<file path="src/hw/rtl/gnms_pkg.sv">
// Shared types and constants for the gradient non-maximum suppression block.
package gnms_pkg;

    localparam int FW_BITS  = 12;
    localparam int FH_BITS  = 13;
    localparam int ROW_W    = 14;
    localparam int DIR_BITS = 2;
    localparam int PADDR_W  = 3;
    localparam int PDATA_W  = 32;

    typedef enum logic [DIR_BITS-1:0] {
        DIR_HORIZ = 2'd0,
        DIR_DIAG  = 2'd1,
        DIR_VERT  = 2'd2,
        DIR_ANTI  = 2'd3
    } dir_t;

    typedef enum logic [0:0] {
        REG_FRAME_WIDTH  = 1'b0,
        REG_FRAME_HEIGHT = 1'b1
    } reg_idx_t;

    typedef struct packed {
        logic emit;
        logic last;
        logic left;
        logic right;
        logic up;
        logic down;
    } pix_ctl_t;

endpackage

</file>
<file path="src/hw/rtl/gnms_regs.sv">
// Configuration registers behind the APB port, with effective frame size and pixel count.
module gnms_regs #(
    parameter int MAX_WIDTH = 2048,
    parameter int WW = 12,
    parameter int TW = 25
) (
    input  logic                             clk,
    input  logic                             rst_n,
    input  logic                             psel,
    input  logic                             penable,
    input  logic                             pwrite,
    input  logic [gnms_pkg::PADDR_W-1:0]     paddr,
    input  logic [gnms_pkg::PDATA_W-1:0]     pwdata,
    output logic [gnms_pkg::PDATA_W-1:0]     prdata,
    output logic                             cfg_wr,
    output logic [WW-1:0]                    eff_w,
    output logic [gnms_pkg::FH_BITS-1:0]     eff_h,
    output logic [TW-1:0]                    total
);

    localparam logic [WW-1:0] MAXW = WW'(MAX_WIDTH);

    logic [gnms_pkg::FW_BITS-1:0] frame_width_reg;
    logic [gnms_pkg::FW_BITS-1:0] frame_width_next;
    logic [gnms_pkg::FH_BITS-1:0] frame_height_reg;
    logic [gnms_pkg::FH_BITS-1:0] frame_height_next;
    logic [WW-1:0]                width_ext;
    gnms_pkg::reg_idx_t           idx;

    assign idx    = gnms_pkg::reg_idx_t'(paddr[2]);
    assign cfg_wr = psel && penable && pwrite;

    always_comb
    begin
        frame_width_next  = frame_width_reg;
        frame_height_next = frame_height_reg;
        if (cfg_wr)
        begin
            case (idx)
                gnms_pkg::REG_FRAME_WIDTH:
                    frame_width_next = pwdata[gnms_pkg::FW_BITS-1:0];
                gnms_pkg::REG_FRAME_HEIGHT:
                    frame_height_next = pwdata[gnms_pkg::FH_BITS-1:0];
                default:
                    frame_width_next = frame_width_reg;
            endcase
        end
    end

    always_comb
    begin
        case (idx)
            gnms_pkg::REG_FRAME_WIDTH:
                prdata = gnms_pkg::PDATA_W'(frame_width_reg);
            gnms_pkg::REG_FRAME_HEIGHT:
                prdata = gnms_pkg::PDATA_W'(frame_height_reg);
            default:
                prdata = '0;
        endcase
    end

    always_comb
    begin
        width_ext = WW'(frame_width_reg);
        if (width_ext == '0)
        begin
            eff_w = WW'(1);
        end
        else if (width_ext > MAXW)
        begin
            eff_w = MAXW;
        end
        else
        begin
            eff_w = width_ext;
        end
        eff_h = (frame_height_reg == '0) ? gnms_pkg::FH_BITS'(1) : frame_height_reg;
    end

    always_ff @(posedge clk or negedge rst_n)
    begin
        if (!rst_n)
        begin
            frame_width_reg  <= gnms_pkg::FW_BITS'(2048);
            frame_height_reg <= gnms_pkg::FH_BITS'(1);
        end
        else
        begin
            frame_width_reg  <= frame_width_next;
            frame_height_reg <= frame_height_next;
        end
    end

    assign total = TW'(eff_w) * TW'(eff_h);

endmodule

</file>
<file path="config.mk">
export PLATFORM = sky130hd
export DESIGN_NAME = gnms_regs
export DESIGN_NICKNAME = d
export VERILOG_FILES = /design/src/hw/rtl/gnms_pkg.sv /design/src/hw/rtl/gnms_regs.sv
export SDC_FILE = /design/constraint.sdc
export NUM_CORES = 1
export LEC_CHECK = 0
export BUFFER_PORTS_ARGS = -buffer_cell sky130_fd_sc_hd__buf_2
export CORE_MARGIN = 2
export CORE_UTILIZATION = 50
export DETAILED_ROUTE_END_ITERATION = 7
export PLACE_DENSITY_LB_ADDON = 0.25
export SLEW_MARGIN = 40
export SYNTH_ARGS = -nofsm -noshare
export SYNTH_HDL_FRONTEND = slang
export SYNTH_SLANG_ARGS = --single-unit
</file>
<file path="constraint.sdc">
create_clock -name clk -period 16.9 [get_ports clk]
set_input_delay 1.69 -clock clk [delete_from_list [all_inputs] [get_ports clk]]
set_output_delay 1.69 -clock clk [all_outputs]
set_load 0.02 [all_outputs]
</file>
; Word level (Yosys, flattened, before mapping)
; Index checks and enable logic that the tools add are counted.
[word_totals]
ff_bits = 25
in_bits = 40
output_inout_bits = 83
word_cells = 15
[classes]
mul = 1
magnitude_cmp = 1
mux = 4
n_bitwise = 1
reduce_logical = 6
[ops]
columns = operator, count
row1 = case mux 32 bit (2 select lines), 1
row2 = multiplier 12 x 13 -> 25 bit, 1
row3 = two-way mux 12 bit, 2
row4 = zero test 13 bit, 1
row5 = two-way mux 13 bit, 1
row6 = "> comparator 12 bit, second input constant", 1
row7 = zero test 12 bit, 1
row8 = AND reduction 2 bit, 2
row9 = logical AND 1 bit, 2
row10 = inverter 1 bit, 1

; Logic depth before layout (Yosys ltp)
[logic_depth]
depth_word = 4
ltp_mapped = 21
depth_no_buf = 20

; Least setup slack after synthesis
; No wires, ideal clock.
[synth_timing]
path_type = reg-to-output
start = register frame_width_reg[11] in the netlist's numbering
end = output total[22]
arrival_ns = 5.670
required_time_ns = 15.210
slack_ns = 9.540
path_stages_with_launch = 20
path_buffers = 2
cell_sequence = dfstp_2 > clkbuf_1 > nor2b_1 > clkbuf_1 > nand2_1 > fa_1 > inv_1 > fa_1 > fa_1 > fa_1 > inv_1 > fa_1 > inv_1 > ha_1 > nand2_1 > nor2_2 > nand2_1 > or3_1 > a311oi_1 > xor2_1
[synth_via]
elab_chain_len = 4
word_cells_on_any_way = 5
classes_between = mul (1) / order compare (1) / mux (2) / reduce/logical (1)
[synth_rtl]
columns = element, line
row1 = start: declaration, gnms_regs.sv:23  ; logic [gnms_pkg::FW_BITS-1:0] frame_width_reg;
row2 = start signal: assignment, gnms_regs.sv:84  ; frame_width_reg <= gnms_pkg::FW_BITS'(2048);
row3 = start signal: assignment, gnms_regs.sv:89  ; frame_width_reg <= frame_width_next;
row4 = > comparator 12 bit, gnms_regs.sv:69  ; else if (width_ext > MAXW)
row5 = two-way mux 12 bit, gnms_regs.sv:69
row6 = two-way mux 12 bit *, gnms_regs.sv:65  ; if (width_ext == '0)
row7 = named net eff_w[3], gnms_regs.sv:16  ; output logic [WW-1:0] eff_w,
row8 = multiplier 12 x 13 -> 25 bit *, gnms_regs.sv:94  ; assign total = TW'(eff_w) * TW'(eff_h);
row9 = end: declaration, gnms_regs.sv:18  ; output logic [TW-1:0] total
; The timed path passes the listed nets; every way through them passes the cells marked *.

; Worst setup path after layout
[layout_timing]
start = register frame_height_reg[8] in the netlist's numbering
end = output total[23]
[layout_via]
elab_chain_len = 3
[layout_rtl]
columns = element, line
row1 = start: declaration, gnms_regs.sv:25  ; logic [gnms_pkg::FH_BITS-1:0] frame_height_reg;
row2 = start signal: assignment, gnms_regs.sv:85  ; frame_height_reg <= gnms_pkg::FH_BITS'(1);
row3 = start signal: assignment, gnms_regs.sv:90  ; frame_height_reg <= frame_height_next;
row4 = zero test 13 bit, gnms_regs.sv:77  ; eff_h = (frame_height_reg == '0) ? gnms_pkg::FH_BITS'(1) : frame_height_reg;
row5 = two-way mux 13 bit *, gnms_regs.sv:77
row6 = multiplier 12 x 13 -> 25 bit *, gnms_regs.sv:94
; Mark *: on every way between the ends. The rest lies on a longest branch, timed or not.

==> flow_summary.json <==
{
  "status": "completed",
  "vias": 4926,
  "cts_htree_levels": 1,
  "overflow": 0,
  "cap_violations": 0,
  "clock-root-buffer": "clkbuf_16",
  "rsz0062_at_grt": "false",
  "drt_iter0_markers": 263,
  "die_height_um": 118,
  "wire_per_inst_um": 15.1,
  "largest_register_ffs": 13,
  "vias_per_cell": 5.16,
  "die_x_um": 118,
  "grt_max_degree": 28,
  "post_cts_buffers": 0,
  "io_pins": 123,
  "cts_tree": "built",
  "crit_chain": "nor4_1 > a41o_1 > nand2_1 > fa_1 > fa_1 > inv_1 > fa_1 > fa_1 > inv_1 > fa_1 > inv_1 > ha_1 > and4_4 > and2_4 > a311oi_2 > o21ai_2 > a2111oi_2 > and4b_1 > buf_2",
  "wirelength_um": 14400,
  "endpoint_kind": "output pin",
  "crit_fanout": 16,
  "place_hpwl_um": 11500,
  "fin_nets": 996,
  "critPathTopFamily": "adder cells",
  "clockBufferDepth": 2,
  "drive_gt1_share_pct": 18.5,
  "syn-cell-area_um2": 6480,
  "clock_skew_ns": 0,
  "clk_latency_ns": 0.26,
  "synth_ff_type": "dfrtp_1",
  "ff_latch_area_um2": 628,
  "placementRows": 41,
  "setup_viol": 0,
  "drc": 0,
  "antenna_found_initial": 0,
  "preCtsSetupSlack_ns": 8.86,
  "syn_avg_cell_area_um2": 8.81,
  "multi_input_area_um2": 5070,
  "cp.required_ns": 15.21,
  "initial_core_util_pct": 51.4,
  "core_area_um2": 12600,
  "grt_pass1_wl_um": 24700,
  "fin_crit_sh_pct": 49.2,
  "finalHoldViolations": 0,
  "syn_to_final_growth_pct": 7.99,
  "die_area_um2": 13900,
  "slowest_stage": "dfrtp_1",
  "crit_path_max_incr_delay_ns": 0.62,
  "critPathMostFrequentCell": "fa_1",
  "synth_warnings": 0,
  "slew_headroom_pct": 53.9,
  "clk_pin_slew_ns": 0.06,
  "drtAntennaViolNets": 0,
  "cp.arrival_ns": 6.62,
  "syn-instance-count": 736,
  "yosysSeqAreaShare_pct": 9.69,
  "cts_buffers": 3,
  "slew_violations": 0,
  "tightestPinTransition_ns": 0.689,
  "dr.pass1.iters": 4,
  "cts.sinks": 25,
  "grt_pass1_vias": 5304,
  "hold_ws_ns": 0.554,
  "cts_resized": 0,
  "synth_cell_types": 48,
  "gp_congestion": 0.849,
  "filler_cell_count": 1200,
  "synthArstFlopShare_pct": 100,
  "hold_buffers": 0,
  "synth-edff-count": 0,
  "startpoint_type": "register",
  "path_buf_inv": 4,
  "tns_ns": 0,
  "crit_type": "register to output pin",
  "grt.total_usage_pct": 21.4,
  "min_path_type": "register to register",
  "diodes": 0,
  "fin_crit_ns": 8.31,
  "layout_setup_ws_ns": 8.59,
  "max_freq_mhz": 120,
  "port_buffers": 82,
  "ys_seq_elements": 25
}
## layer usage
metal	vias to the layer above	GRT usage, %	routed length [um]
met5	-	0	0
met4	0	4.37	202
met3	16	2.08	643
met2	129	38.1	7540
met1	2494	28.6	6060
li1	2287	-	-
## logic make-up (layout without fill, tap and decap cells)
family	after synthesis	count (layout)	share of synthesized area (%)
buffers and inverters	212	240	13.4
multiplexers	37	37	6.43
XOR/XNOR	20	20	2.70
flip-flops	25	25	9.69
AND/OR/NAND/NOR	216	216	16.3
adder cells (fa/ha/maj)	173	173	46.1
AO/OA/AOI/OAI	52	52	5.29
other	1	19	0.0578
## through the flow
stage	utilization (%)	std cells	area (um^2)
2_1_floorplan	-	754	6550
3_3_place_gp	54.7	950	6900
3_5_place_dp	54.8	950	6920
4_1_cts	55.5	954	7000
5_1_grt	55.5	954	7000
6_report	55.5	954	7000
## synth_stat cells, types with 2 or more instances
| master | n | area [um^2] |
|---|---|---|
| nor4_1 | 4 | 25.0 |
| a41o_1 | 2 | 20.0 |
| a21oi_1 | 21 | 105 |
| fa_1 | 110 | 2200 |
| inv_1 | 151 | 567 |
| nor3_1 | 5 | 25.0 |
| ha_1 | 63 | 788 |
| nand3b_1 | 2 | 15.0 |
| buf_4 | 19 | 143 |
| nand2b_1 | 4 | 25.0 |
| clkbuf_1 | 40 | 150 |
| o21ai_0 | 11 | 55.1 |
| and2_1 | 60 | 375 |
| xnor2_1 | 14 | 123 |
| nand3_1 | 4 | 20.0 |
| a21o_1 | 3 | 22.5 |
| buf_1 | 2 | 7.51 |
| nor2b_1 | 10 | 62.6 |
| mux2_2 | 37 | 417 |
| xor2_1 | 6 | 52.6 |
| dfrtp_1 | 23 | 576 |
| dfstp_2 | 2 | 52.6 |
| nand2_1 | 108 | 405 |
| nor2_1 | 11 | 41.3 |
## final timing paths
path	start	to	slack (ns)	depth (start not counted)
setup / recovery	frame_height_reg[8]$_DFFE_PN0P_	total[23]	8.59	19
hold / removal	frame_width_reg[0]$_DFFE_PN0P_	frame_width_reg[0]$_DFFE_PN0P_	0.55	1
setup reg to reg	frame_width_reg[11]$_DFFE_PN1P_	frame_width_reg[11]$_DFFE_PN1P_	15.70	1
hold reg to reg	frame_width_reg[0]$_DFFE_PN0P_	frame_width_reg[0]$_DFFE_PN0P_	0.55	1
max in group asynchronous	rst_n	frame_width_reg[11]$_DFFE_PN1P_	15.11	1
min in group asynchronous	rst_n	frame_width_reg[1]$_DFFE_PN0P_	1.42	1
## cell usage in the layout (no fill, tap or decap), types with 2 or more instances in the layout
cell / synthesis / final
a21o_1: 3 / 3
a21oi_1: 21 / 21
a41o_1: 2 / 2
and2_1: 60 / 60
buf_2: 0 / 82
buf_4: 19 / 3
clkbuf_16: 0 / 3
conb_1: 1 / 19
dfrtp_1: 23 / 23
dfstp_2: 2 / 2
fa_1: 110 / 110
ha_1: 63 / 63
inv_1: 151 / 151
mux2_2: 37 / 37
nand2_1: 108 / 108
nand2b_1: 4 / 4
nand3_1: 4 / 4
nand3b_1: 2 / 2
nor2_1: 11 / 11
nor2b_1: 10 / 2
nor2b_2: 0 / 8
nor3_1: 5 / 5
nor4_1: 4 / 4
o21ai_0: 11 / 11
xnor2_1: 14 / 14
xor2_1: 6 / 6
## final cells by class
type	instances	share of cell area, %
Timing Repair Buffer	85	6.18
Clock inverter	1	0.107
Clock buffer	3	1.07
Multi-Input combinational cell	517	72.5
Tap cell	172	3.07
Inverter	151	8.10
Sequential cell	25	8.97
Power is not shown: default switching activity piles up to over one toggle a cycle in this logic, so the estimate is an artifact.
