<file path="src/hw/rtl/gnms_pkg.sv">
// Shared types and constants for the gradient non-maximum suppression block.
package gnms_pkg;

    localparam int FW_BITS  = 12;
    localparam int FH_BITS  = 13;
    localparam int ROW_W    = 14;
    localparam int DIR_BITS = 2;
    localparam int PADDR_W  = 3;
    localparam int PDATA_W  = 32;

    typedef enum logic [DIR_BITS-1:0] {
        DIR_HORIZ = 2'd0,
        DIR_DIAG  = 2'd1,
        DIR_VERT  = 2'd2,
        DIR_ANTI  = 2'd3
    } dir_t;

    typedef enum logic [0:0] {
        REG_FRAME_WIDTH  = 1'b0,
        REG_FRAME_HEIGHT = 1'b1
    } reg_idx_t;

    typedef struct packed {
        logic emit;
        logic last;
        logic left;
        logic right;
        logic up;
        logic down;
    } pix_ctl_t;

endpackage

</file>
<file path="src/hw/rtl/gnms_window.sv">
// Two-column window, neighbor comparison and output word register.
module gnms_window #(
    parameter int MAG_BITS = 16
) (
    input  logic                    clk,
    input  logic                    rst_n,
    input  logic                    adv,
    input  logic                    clear,
    input  gnms_pkg::pix_ctl_t      ctl,
    input  logic [MAG_BITS-1:0]     lower_mag,
    input  logic [MAG_BITS-1:0]     center_mag,
    input  gnms_pkg::dir_t          center_dir,
    input  logic [MAG_BITS-1:0]     upper_mag,
    output logic                    stage_ready,
    output logic                    out_valid,
    input  logic                    out_ready,
    output logic [MAG_BITS-1:0]     suppressed_value,
    output logic                    frame_end
);

    logic [MAG_BITS-1:0] w1_upper_reg;
    logic [MAG_BITS-1:0] w1_center_reg;
    logic [MAG_BITS-1:0] w1_lower_reg;
    logic [MAG_BITS-1:0] w2_upper_reg;
    logic [MAG_BITS-1:0] w2_center_reg;
    gnms_pkg::dir_t      w2_dir_reg;
    logic [MAG_BITS-1:0] w2_lower_reg;

    logic                out_valid_reg;
    logic                out_valid_next;
    logic [MAG_BITS-1:0] value_reg;
    logic                frame_end_reg;

    logic [MAG_BITS-1:0] cmp_a;
    logic [MAG_BITS-1:0] cmp_b;
    logic                in_frame;
    logic [MAG_BITS-1:0] result;

    always_comb
    begin
        case (w2_dir_reg)
            gnms_pkg::DIR_HORIZ:
            begin
                cmp_a    = w1_center_reg;
                cmp_b    = center_mag;
                in_frame = ctl.left && ctl.right;
            end
            gnms_pkg::DIR_VERT:
            begin
                cmp_a    = w2_upper_reg;
                cmp_b    = w2_lower_reg;
                in_frame = ctl.up && ctl.down;
            end
            gnms_pkg::DIR_DIAG:
            begin
                cmp_a    = w1_upper_reg;
                cmp_b    = lower_mag;
                in_frame = ctl.left && ctl.right && ctl.up && ctl.down;
            end
            default:
            begin
                cmp_a    = w1_lower_reg;
                cmp_b    = upper_mag;
                in_frame = ctl.left && ctl.right && ctl.up && ctl.down;
            end
        endcase
        if (in_frame && ((w2_center_reg < cmp_a) || (w2_center_reg < cmp_b)))
        begin
            result = '0;
        end
        else
        begin
            result = w2_center_reg;
        end
    end

    always_ff @(posedge clk or negedge rst_n)
    begin
        if (!rst_n)
        begin
            w1_upper_reg  <= '0;
            w1_center_reg <= '0;
            w1_lower_reg  <= '0;
            w2_upper_reg  <= '0;
            w2_center_reg <= '0;
            w2_dir_reg    <= gnms_pkg::DIR_HORIZ;
            w2_lower_reg  <= '0;
        end
        else if (clear || (adv && ctl.last))
        begin
            w1_upper_reg  <= '0;
            w1_center_reg <= '0;
            w1_lower_reg  <= '0;
            w2_upper_reg  <= '0;
            w2_center_reg <= '0;
            w2_dir_reg    <= gnms_pkg::DIR_HORIZ;
            w2_lower_reg  <= '0;
        end
        else if (adv)
        begin
            w1_upper_reg  <= w2_upper_reg;
            w1_center_reg <= w2_center_reg;
            w1_lower_reg  <= w2_lower_reg;
            w2_upper_reg  <= upper_mag;
            w2_center_reg <= center_mag;
            w2_dir_reg    <= center_dir;
            w2_lower_reg  <= lower_mag;
        end
    end

    assign stage_ready = !out_valid_reg || out_ready;

    always_comb
    begin
        out_valid_next = out_valid_reg;
        if (out_valid_reg && out_ready)
        begin
            out_valid_next = 1'b0;
        end
        if (adv && ctl.emit)
        begin
            out_valid_next = 1'b1;
        end
    end

    always_ff @(posedge clk or negedge rst_n)
    begin
        if (!rst_n)
        begin
            out_valid_reg <= 1'b0;
        end
        else
        begin
            out_valid_reg <= out_valid_next;
        end
    end

    always_ff @(posedge clk)
    begin
        if (adv && ctl.emit)
        begin
            value_reg     <= result;
            frame_end_reg <= ctl.last;
        end
    end

    assign out_valid        = out_valid_reg;
    assign suppressed_value = value_reg;
    assign frame_end        = frame_end_reg;

endmodule

</file>
<file path="config.mk">
export PLATFORM = sky130hd
export DESIGN_NAME = gnms_window
export DESIGN_NICKNAME = d
export VERILOG_FILES = /design/src/hw/rtl/gnms_pkg.sv /design/src/hw/rtl/gnms_window.sv
export SDC_FILE = /design/constraint.sdc
export NUM_CORES = 1
export LEC_CHECK = 0
export ABC_AREA = 1
export BUFFER_PORTS_ARGS = -buffer_cell sky130_fd_sc_hd__clkbuf_2
export CAP_MARGIN = 20
export CORE_ASPECT_RATIO = 0.75
export CORE_MARGIN = 5
export CORE_UTILIZATION = 30
export DETAILED_ROUTE_END_ITERATION = 10
export SYNTH_ARGS = -nofsm -noshare
export SYNTH_HDL_FRONTEND = slang
export SYNTH_SLANG_ARGS = --single-unit
export TNS_END_PERCENT = 30
</file>
<file path="constraint.sdc">
create_clock -name clk -period 4.6 [get_ports clk]
set_input_delay 0.69 -clock clk [delete_from_list [all_inputs] [get_ports clk]]
set_output_delay 0.69 -clock clk [all_outputs]
set_load 0.01 [all_outputs]
</file>
* Yosys cells after proc, flatten, opt, wreduce, memory -nomap -nowiden *
Cells that the tools add are included.

storage, ports and cells
  register bits = 116
  input bits = 61
  output and inout port bits = 19

cells by class
  $lt $le $gt $ge = 2
  equal/unequal tests = 2
  mux-type cells = 19
  reduce and logical (&&, ||, !) cells = 15

operators with widths
  cell                                                  number
  2-to-1 mux 16 bit                                     12
  case mux 16 bit (3 select lines)                      2
  < comparator 16 bit                                   2
  logical AND 1 bit                                     8
  2-to-1 mux 2 bit                                      2
  nonzero test 2 bit                                    2
  logical OR 1 bit                                      3
  equality test 2 x 1 -> 1 bit (second input constant)  1
  equality test 2 bit (second input constant)           1
  logical NOT 2 bit                                     1
  2-to-1 mux 1 bit                                      2
  case mux 1 bit (2 select lines)                       1
  logical NOT 1 bit                                     1

* Logic depth before layout (Yosys ltp) *
Gate-level depths: netlist (run 1).

  depth in word-level cells = 5
  depth in mapped cells = 18
  mapped depth without buffers = 16

* Worst setup path before layout (run 1) *
OpenSTA, ideal clock, no wires.

  path kind = reg-to-reg
  from = reg w2_dir_reg[0]
  to = reg value_reg[10] (netlist: suppressed_value[10]), data pin
  arrival time = 2350 ps
  data required time = 4338 ps
  path slack = 1989 ps
  stages on the path, launching flop included = 17
  buffers on the path = 3
  clock period less this slack = 2611 ps
  path through = dfrtp_1 buf_4 nor2_1 clkbuf_1 nand2_1 o2111ai_1 o21ai_0 ha_1 a21oi_1 nor2_1 a211oi_1 nand2_1 nand2_1 nand2_1 nand2_4 buf_6 a21oi_2

between the ends
  word-level cells in the longest chain between the ends = 5

ends and longest elaborated chain
  item                                                        line                RTL
  from (decl)                                                 gnms_window.sv:26   gnms_pkg::dir_t w2_dir_reg;
  from (signal assigned)                                      gnms_window.sv:86   w2_dir_reg <= gnms_pkg::DIR_HORIZ;
  from (signal assigned)                                      gnms_window.sv:96   w2_dir_reg <= gnms_pkg::DIR_HORIZ;
  from (signal assigned)                                      gnms_window.sv:106  w2_dir_reg <= center_dir;
  equality test 2 x 1 -> 1 bit, or another cell as far along  gnms_window.sv:41   case (w2_dir_reg)
  case mux 16 bit (3 select lines)                            gnms_window.sv:41
  < comparator 16 bit                                         gnms_window.sv:67   if (in_frame && ((w2_center_reg < cmp_a) || (w2_center_reg < cmp_b)))
  logical OR 1 bit                                            gnms_window.sv:67
  logical AND 1 bit *                                         gnms_window.sv:67
  to (signal assigned)                                        gnms_window.sv:142  value_reg <= result;
  to (decl)                                                   gnms_window.sv:31   logic [MAG_BITS-1:0] value_reg;

Every way passes the cells marked *; elsewhere a longest branch is shown, timed or not.
A chain may end at the register's enable or synchronous reset.

* Worst setup path in the final report (run 1) *
  from = reg w2_dir_reg[1]
  to = reg value_reg[15] (netlist: suppressed_value[15]), data pin

The elaborated chain is that of the path after synthesis.

==> metrics.md, run 1 <==
| Metric | Value |
|---|---|
| Max-cap viol count | 0 |
| Placement Setup Slack | 1460 ps |
| GRT Total Usage | 15.6% |
| Least-Margin Pin Slew | 885 ps |
| Clock Pin Slew Worst Setup and Hold Paths | approximately 60 ps |
| Launch point of the critical path | w2_dir_reg[1] |
| Layout cells sized above 1 | around 17% |
| TritonRoute pass-1 iters | 5 |
| Initial antenna violation count | 0 |
| TritonCTS clock tree | yes |
| Net load switching power | ~0.75 mW |
| Leak Pwr | 3.53 nW |
| CTS max path bufs | 2 |
| Normalized max-slew margin | between 40 and 50% |
| Ys flop type | dfrtp_1 |
| CP max stage delay | 610 ps |
| Clk sink count | about 120 |
| Fmax | 316 MHz |
| Fillers | between 2k and 2.5k |
| WHS | between 200 and 250 ps |
| Power density cells | approximately 380 mW/mm2 |
| Max VDD drop | 0.000242 V |
| Routing usage on met3 | between 3 and 4% |
| Setup TNS | 0 ps |
| Fin crit period | around 3200 ps |
| Setup WS post-layout | 1440 ps |
| Area delta synth->final | 19.9% |
| H-tree depth | 4 |
| Die ar. | ~0.023 mm2 |
| Fin crit share | between 60 and 70% |
| Cells after synthesis | roughly 740 |
| Final hold vios | 0 |
| Vias in the first global route | roughly 5.3k |
| Met1 Track Usage GR | about 24% |
| Die width | 175 um |
| Area contributors post-synth | dfrtp_1 (40%), nand3_1 (15%), nand2_1 (9.7%) |
| DRT antenna net count | 0 |
| Clock latency on the worst-skew pair | just over 400 ps |
| Syn_area_per_cell | ~8.3 um2 |
| First-pass GRT wire length | just under 30 mm |
| Seq/Total Area, Yosys | about half |
| Detailed Place HPWL | between 10 and 15 mm |
| Slew Viols, Final | 0 |
| Post-CTS resize count | 0 |
| Synthesis-stage register bit count | 116 |
| Syn Nets | 829 |
| P_int | approximately 2.0 mW |
| Critical Path RT | between 4000 and 5000 ps |
| CP max FO | 31 |
| Largest net degree at the start of global routing | 96 |
| Initial DRC Count | roughly 590 |
| Gpl congestion | roughly 0.86 |
| Global route hottest layer | met1 |
| Mapped Area | 0.00613 mm2 |
| Synthesis Warnings | 0 |
| Outcome | complete, no violations |
| Post-CTS setup buffers | 0 |
| Routing usage on met2 | ~22% |
| Cell with the most instances after synthesis | nand3_1 |
| DR vias | 5511 |
| Layout Nets | a little under 900 |
| Post-synth EDFFs | 17 |
| Final global-route overflow total | 0 |
| Vias/cell | 5.17 |
| Hold/Removal Path Class | input pin to async pin |
| TritonCTS Buffers | 17 |
| # hold bufs at CTS | 0 |
| Final setup skew | between 9 and 10 ps |
| Crit path kind | register to register |
| Register area | ~0.003 mm2 |
| Area of the multi-input gates | ~0.0028 mm2 |
| N_diodes | 0 |
| Asr flop ratio synth | between 80% and 90% |
| Starting Density | between 30 and 40% |
| Logic pwr share | 11.8% |
| Synth top cells by count | nand3_1 (184), nand2_1 (159), dfrtp_1 (99) |
| # DRC | 0 |
| Critical Path Start Type | register |
| Crit-path cells | inv_1 -> nor2_2 -> buf_4 -> nand2_1 -> o2111ai_1 -> o21ai_0 -> ha_1 -> a21oi_1 -> o21ai_0 -> a41oi_1 -> nand2_1 -> nand2_4 -> a21oi_1 |
| Clock share of power | ~48% |
| DR WL/cell | 16.9 um |
| RSZ-0062 raised after global routing | false |
| Net Sw Frac | a little over a quarter |
| Critical path's slowest cell | dfrtp_1 |
| Largest area contributor in the netlist | dfrtp_1 |
| Ports | 80 |
| Distinct cell type count after synthesis | 25 |
| Core area | between 0.02 and 0.025 mm2 |
| Top cell type's share of synthesized area | roughly two fifths |
| Final setup fails | 0 |
| Port bufs | 79 |
| Crit path arrival time | about 3300 ps |
| Row count | 45 |
| RR Startpoint | w2_dir_reg[1] |
| CTS root buf | clkbuf_16 |
| Final wirelength | approximately 18 mm |
| Crit end category | register |
| Die extent in y | around 130 um |
| Seq pwr share | between 40% and 50% |
critical path, delay by kind of cell (launching register included):
family / cells / cell delay [ps]
compound gates: 6 / 830
fa+ha+maj: 1 / 340
buf+inv: 2 / 520
flops: 1 / 610
simple gates: 4 / 560
layer usage:
layer  vias up  routed length, um
met5         -                  0
met4         0                136
met3        10               1100
met2       177               7530
met1      2666               9220
li1       2658                  -
final timing paths:
kind                                   endpoint  slack, ps  cells past startpoint
setup reg to reg           suppressed_value[15]       1440                     13
hold / removal                 w2_upper_reg[13]        210                      1
min in group clk                w1_lower_reg[4]        500                      2
max in group asynchronous     w1_center_reg[14]       3660                      2
hold reg to reg                 w1_lower_reg[4]        500                      2
setup / recovery           suppressed_value[15]       1440                     13
per-stage QoR:
stage               area, um2  power (mW)  util [%]  cells
CTS                      7320        2.80      36.3   1064
finish                   7350        2.78      36.5   1065
global route             7350        2.89      36.5   1065
detailed placement       6730        1.46      33.4   1032
global placement         6730        1.45      33.4   1032
floorplan                6130        1.32         -    738
cells by family after synthesis:
kind of cell | count (synthesis) | synth area share (%)
simple gates | 359 | 26.0
flops | 116 | 48.7
fa+ha+maj | 30 | 6.12
buf+inv | 99 | 6.45
compound gates | 134 | 12.7
cell usage in the layout (no fill, tap or decap):
| master | n |
|---|---|
| a41oi_1 | 1 |
| nor3_1 | 1 |
| edfxtp_1 | 17 |
| nor2_2 | 2 |
| clkbuf_2 | 77 |
| buf_4 | 14 |
| clkinv_4 | 1 |
| a31oi_1 | 2 |
| inv_1 | 43 |
| buf_16 | 1 |
| a21oi_2 | 10 |
| o21ai_1 | 36 |
| inv_2 | 1 |
| or2_1 | 1 |
| a21oi_1 | 19 |
| ha_1 | 30 |
| clkinvlp_4 | 5 |
| nand3_1 | 184 |
| bufinv_16 | 3 |
| clkinv_1 | 1 |
| nand2_1 | 159 |
| nor2_1 | 8 |
| o21ai_0 | 48 |
| clkbuf_16 | 17 |
| o2111ai_1 | 15 |
| nand4_1 | 1 |
| a21oi_4 | 1 |
| a211oi_1 | 2 |
| clkinv_2 | 5 |
| nand2_4 | 1 |
| dfrtp_1 | 99 |
| nand2_2 | 2 |
area by class of cell:
| cell class | instances | area share (%) |
|---|---|---|
| Sequential cell | 116 | 40.7 |
| Clock inverter | 15 | 2.25 |
| Clock buffer | 17 | 5.79 |
| Timing Repair Buffer | 92 | 7.05 |
| Multi-Input combinational cell | 523 | 37.6 |
| Inverter | 44 | 2.25 |
| Tap cell | 258 | 4.39 |
power groups by stage:
stage	Clock, mW	Sequential [mW]	Combinational [mW]
floorplan	0	1.12	0.201
global placement	0	1.13	0.325
detailed placement	0	1.13	0.326
CTS	1.36	1.11	0.328
global route	1.40	1.12	0.374
finish	1.34	1.11	0.329
Power figures use the tool's default switching activity.
==> run 2, diff against run 1 <==
- ABC_AREA: 1 -> 0
- clock period: 4.6 -> 3.25 ns (I/O delays scaled with it)
==> metrics.md, run 2 <==
| Metric | Value |
|---|---|
| Ys flop type | dfrtp_1 |
| Max-cap viol count | 0 (unchanged) |
| Critical Path Start Type | register |
| Setup TNS | 0 ps (unchanged) |
| CTS root buf | clkbuf_16 |
| Asr flop ratio synth | 85.3% (unchanged) |
| Fmax | 326 MHz (+3.3%) |
| Die width | 177 um (+0.88%) |
| Core area | 0.0204 mm2 (+1.1%) |
| Post-synth EDFFs | 17 (unchanged) |
| Post-layout utilization of the core | 37.3% (+0.83 points) |
| Least-Margin Pin Slew | 820 ps (-65.3 ps) |
| Area of the multi-input gates | 0.00299 mm2 (+8.2%) |
| WHS | 153 ps (-59.5 ps) |
| DR vias | 4208 (-24%) |
| Critical Path RT | 3410 ps (-1320 ps) |
| CTS max path bufs | 2 (unchanged) |
| Crit-path cells | buf_12 -> mux4_2 -> inv_1 -> ha_1 -> a21oi_1 -> o21a_1 -> o21ai_0 -> a311oi_4 -> buf_4 -> nor3b_1 |
| Layout Nets | 673 (-24%) |
| RSZ-0062 raised after global routing | false |
| Top delay family on crit path | compound AO/OA/AOI/OAI gates |
| N_diodes | 0 (unchanged) |
| Area delta synth->final | 21.7% |
| Clock Pin Slew Worst Setup and Hold Paths | 50 ps (about the same) |
| Die extent in y | 135 um (+0.86%) |
| # hold bufs at CTS | 0 (unchanged) |
| Port bufs | 79 (unchanged) |
| Largest area contributor in the netlist | dfrtp_1 |
| Clock latency on the worst-skew pair | 420 ps (about the same) |
| Final setup fails | 0 (unchanged) |
| Final setup skew | 9.82 ps (+0.509 ps) |
| Ports | 80 (unchanged) |
| TritonCTS Buffers | 17 (unchanged) |
| Synth top cells by count | mux2i_1 (102), nor2_1 (100), dfrtp_1 (99) |
| Worst Path Buf+Inv | 3 (+1) |
| Final hold vios | 0 (unchanged) |
| Cell with the most instances after synthesis | mux2i_1 |
| Layout cells sized above 1 | 27.2% (+9.9 points) |
| Commonest non-fill, non-tap cells in the layout | mux2i_1 (102), nor2_1 (100), dfrtp_1 (98) |
| Syn Nets | 597 (-28%) |
| Leak Pwr | 3.62 nW (+2.7%) |
| Final wirelength | 15.8 mm (-12%) |
| Critical path's slowest cell | dfrtp_4 |
| Max VDD drop | 0.000336 V (+39%) |
| Initial antenna violation count | 4 (+4) |
| Outcome | complete, no violations |
| Area contributors post-synth | dfrtp_1 (40%), mux2i_1 (16%), mux4_2 (11%) |
| Distinct cell type count after synthesis | 32 (+28%) |
| Commonest non-fill, non-tap cell in the layout | mux2i_1 |
| Vias in the first global route | 4441 (-17%) |
| GRT Total Usage | 13.9% (-1.8 points) |
| CP max stage delay | 540 ps (-70 ps) |
| Final global-route overflow total | 0 (unchanged) |
| DRT antenna net count | 0 (unchanged) |
| Crit end category | register |
| # DRC | 0 (unchanged) |
| Mapped Area | 0.00625 mm2 (+1.9%) |
| Crit path kind | register to register |
| Seq/Total Area, Yosys | 47.8% (-0.90 points) |
| Hold/Removal Path Class | input pin to async pin |
| Detailed Place HPWL | 11.2 mm (-6.1%) |
| First-pass GRT wire length | 25.6 mm (-13%) |
| Cells after synthesis | 506 (-31%) |
| Top cell type's share of synthesized area | 39.7% (-0.74 points) |
| Register area | 0.00299 mm2 (+0.13%) |
| Starting Density | 30.6% (+0.23 points) |
| H-tree depth | 4 (unchanged) |
| TritonRoute pass-1 iters | 4 (-1) |
| Largest net degree at the start of global routing | 99 (+3.1%) |
| Power density cells | 536 mW/mm2 (+41%) |
| Row count | 45 (unchanged) |
| Gpl congestion | 0.794 (-7.1%) |
| CP max FO | 16 (-48%) |
| Fillers | 2010 (-3.8%) |
| Fin crit period | 3060 ps (-101 ps) |
| Syn_area_per_cell | 12.3 um2 (+49%) |
| Die ar. | 0.0238 mm2 (+1.8%) |
| Initial DRC Count | 280 (-52%) |
| Synthesis Warnings | 0 (unchanged) |
| TritonCTS clock tree | yes |
| Fin crit share | 94.3% (+25 points) |
| Normalized max-slew margin | 45.3% (+4.4 points) |
| Crit path arrival time | 3230 ps (-70 ps) |
| Synthesis-stage register bit count | 116 (unchanged) |
| DR WL/cell | 18.0 um (+6.4%) |
| Vias/cell | 4.80 (-7.3%) |
| Clk sink count | 116 (unchanged) |
| Slew Viols, Final | 0 (unchanged) |
## run 2: per-layer routing
metal / global-route usage (%) / vias to the layer above / share of wire, %
met5: 0 / - / 0.34
met4: 4.21 / 8 / 1.3
met3: 5.63 / 21 / 6.9
met2: 19.2 / 92 / 42
met1: 19.8 / 2120 / 49
li1: - / 1967 / -
## run 2: path summary, 6_finish.rpt
check / startpoint / to / slack [ps] / cells after the start
max reg2reg: w2_dir_reg[0] / suppressed_value[1] / 190 / 10
max: w2_dir_reg[0] / suppressed_value[1] / 190 / 10
min reg2reg: out_valid / out_valid / 510 / 2
min: rst_n / w2_lower_reg[11] / 150 / 1
min in group clk: ctl[4] / frame_end / 310 / 1
max in group asynchronous: rst_n / w1_center_reg[2] / 2350 / 2
## run 2: area by class of cell
cell class,count,share of cell area [%]
Tap cell,282,4.64
Inverter,30,1.48
Clock buffer,19,5.70
Clock inverter,13,2.49
Timing Repair Buffer,89,6.96
Sequential cell,116,39.4
Multi-Input combinational cell,328,39.4
## run 2: cell families after synthesis
logic type / Yosys count / synth area share [%]
and+or+nand+nor: 135 / 10.4
AOI/OAI and AO/OA: 31 / 4.29
DFF: 116 / 47.8
buffers and inverters: 62 / 4.29
adders and majority gates: 30 / 6.01
muxes: 132 / 27.2
## run 2: timing repair
item / CTS / global route
hold endpoints to repair: 0 / 0
endpoints found under the setup margin: 0 / 15
buffers inserted: 0 / 0
gates resized for setup: 0 / 2
## run 2: stage by stage
step                total power [mW]  cells  setup WS, ps  cell area, um2
floorplan                       1.91    506           104            6250
global placement                2.08    845           192            6970
detailed placement              2.09    845           128            6970
CTS                             4.11    877           120            7590
global route                    4.24    877          12.6            7600
finish                          4.07    877           187            7600
## run 2: report_power, final
part / total (mW) / switching (mW) / internal (mW)
combinational: 0.482 / 0.268 / 0.213
sequential: 1.58 / 0.0508 / 1.53
clock: 2.01 / 0.663 / 1.34
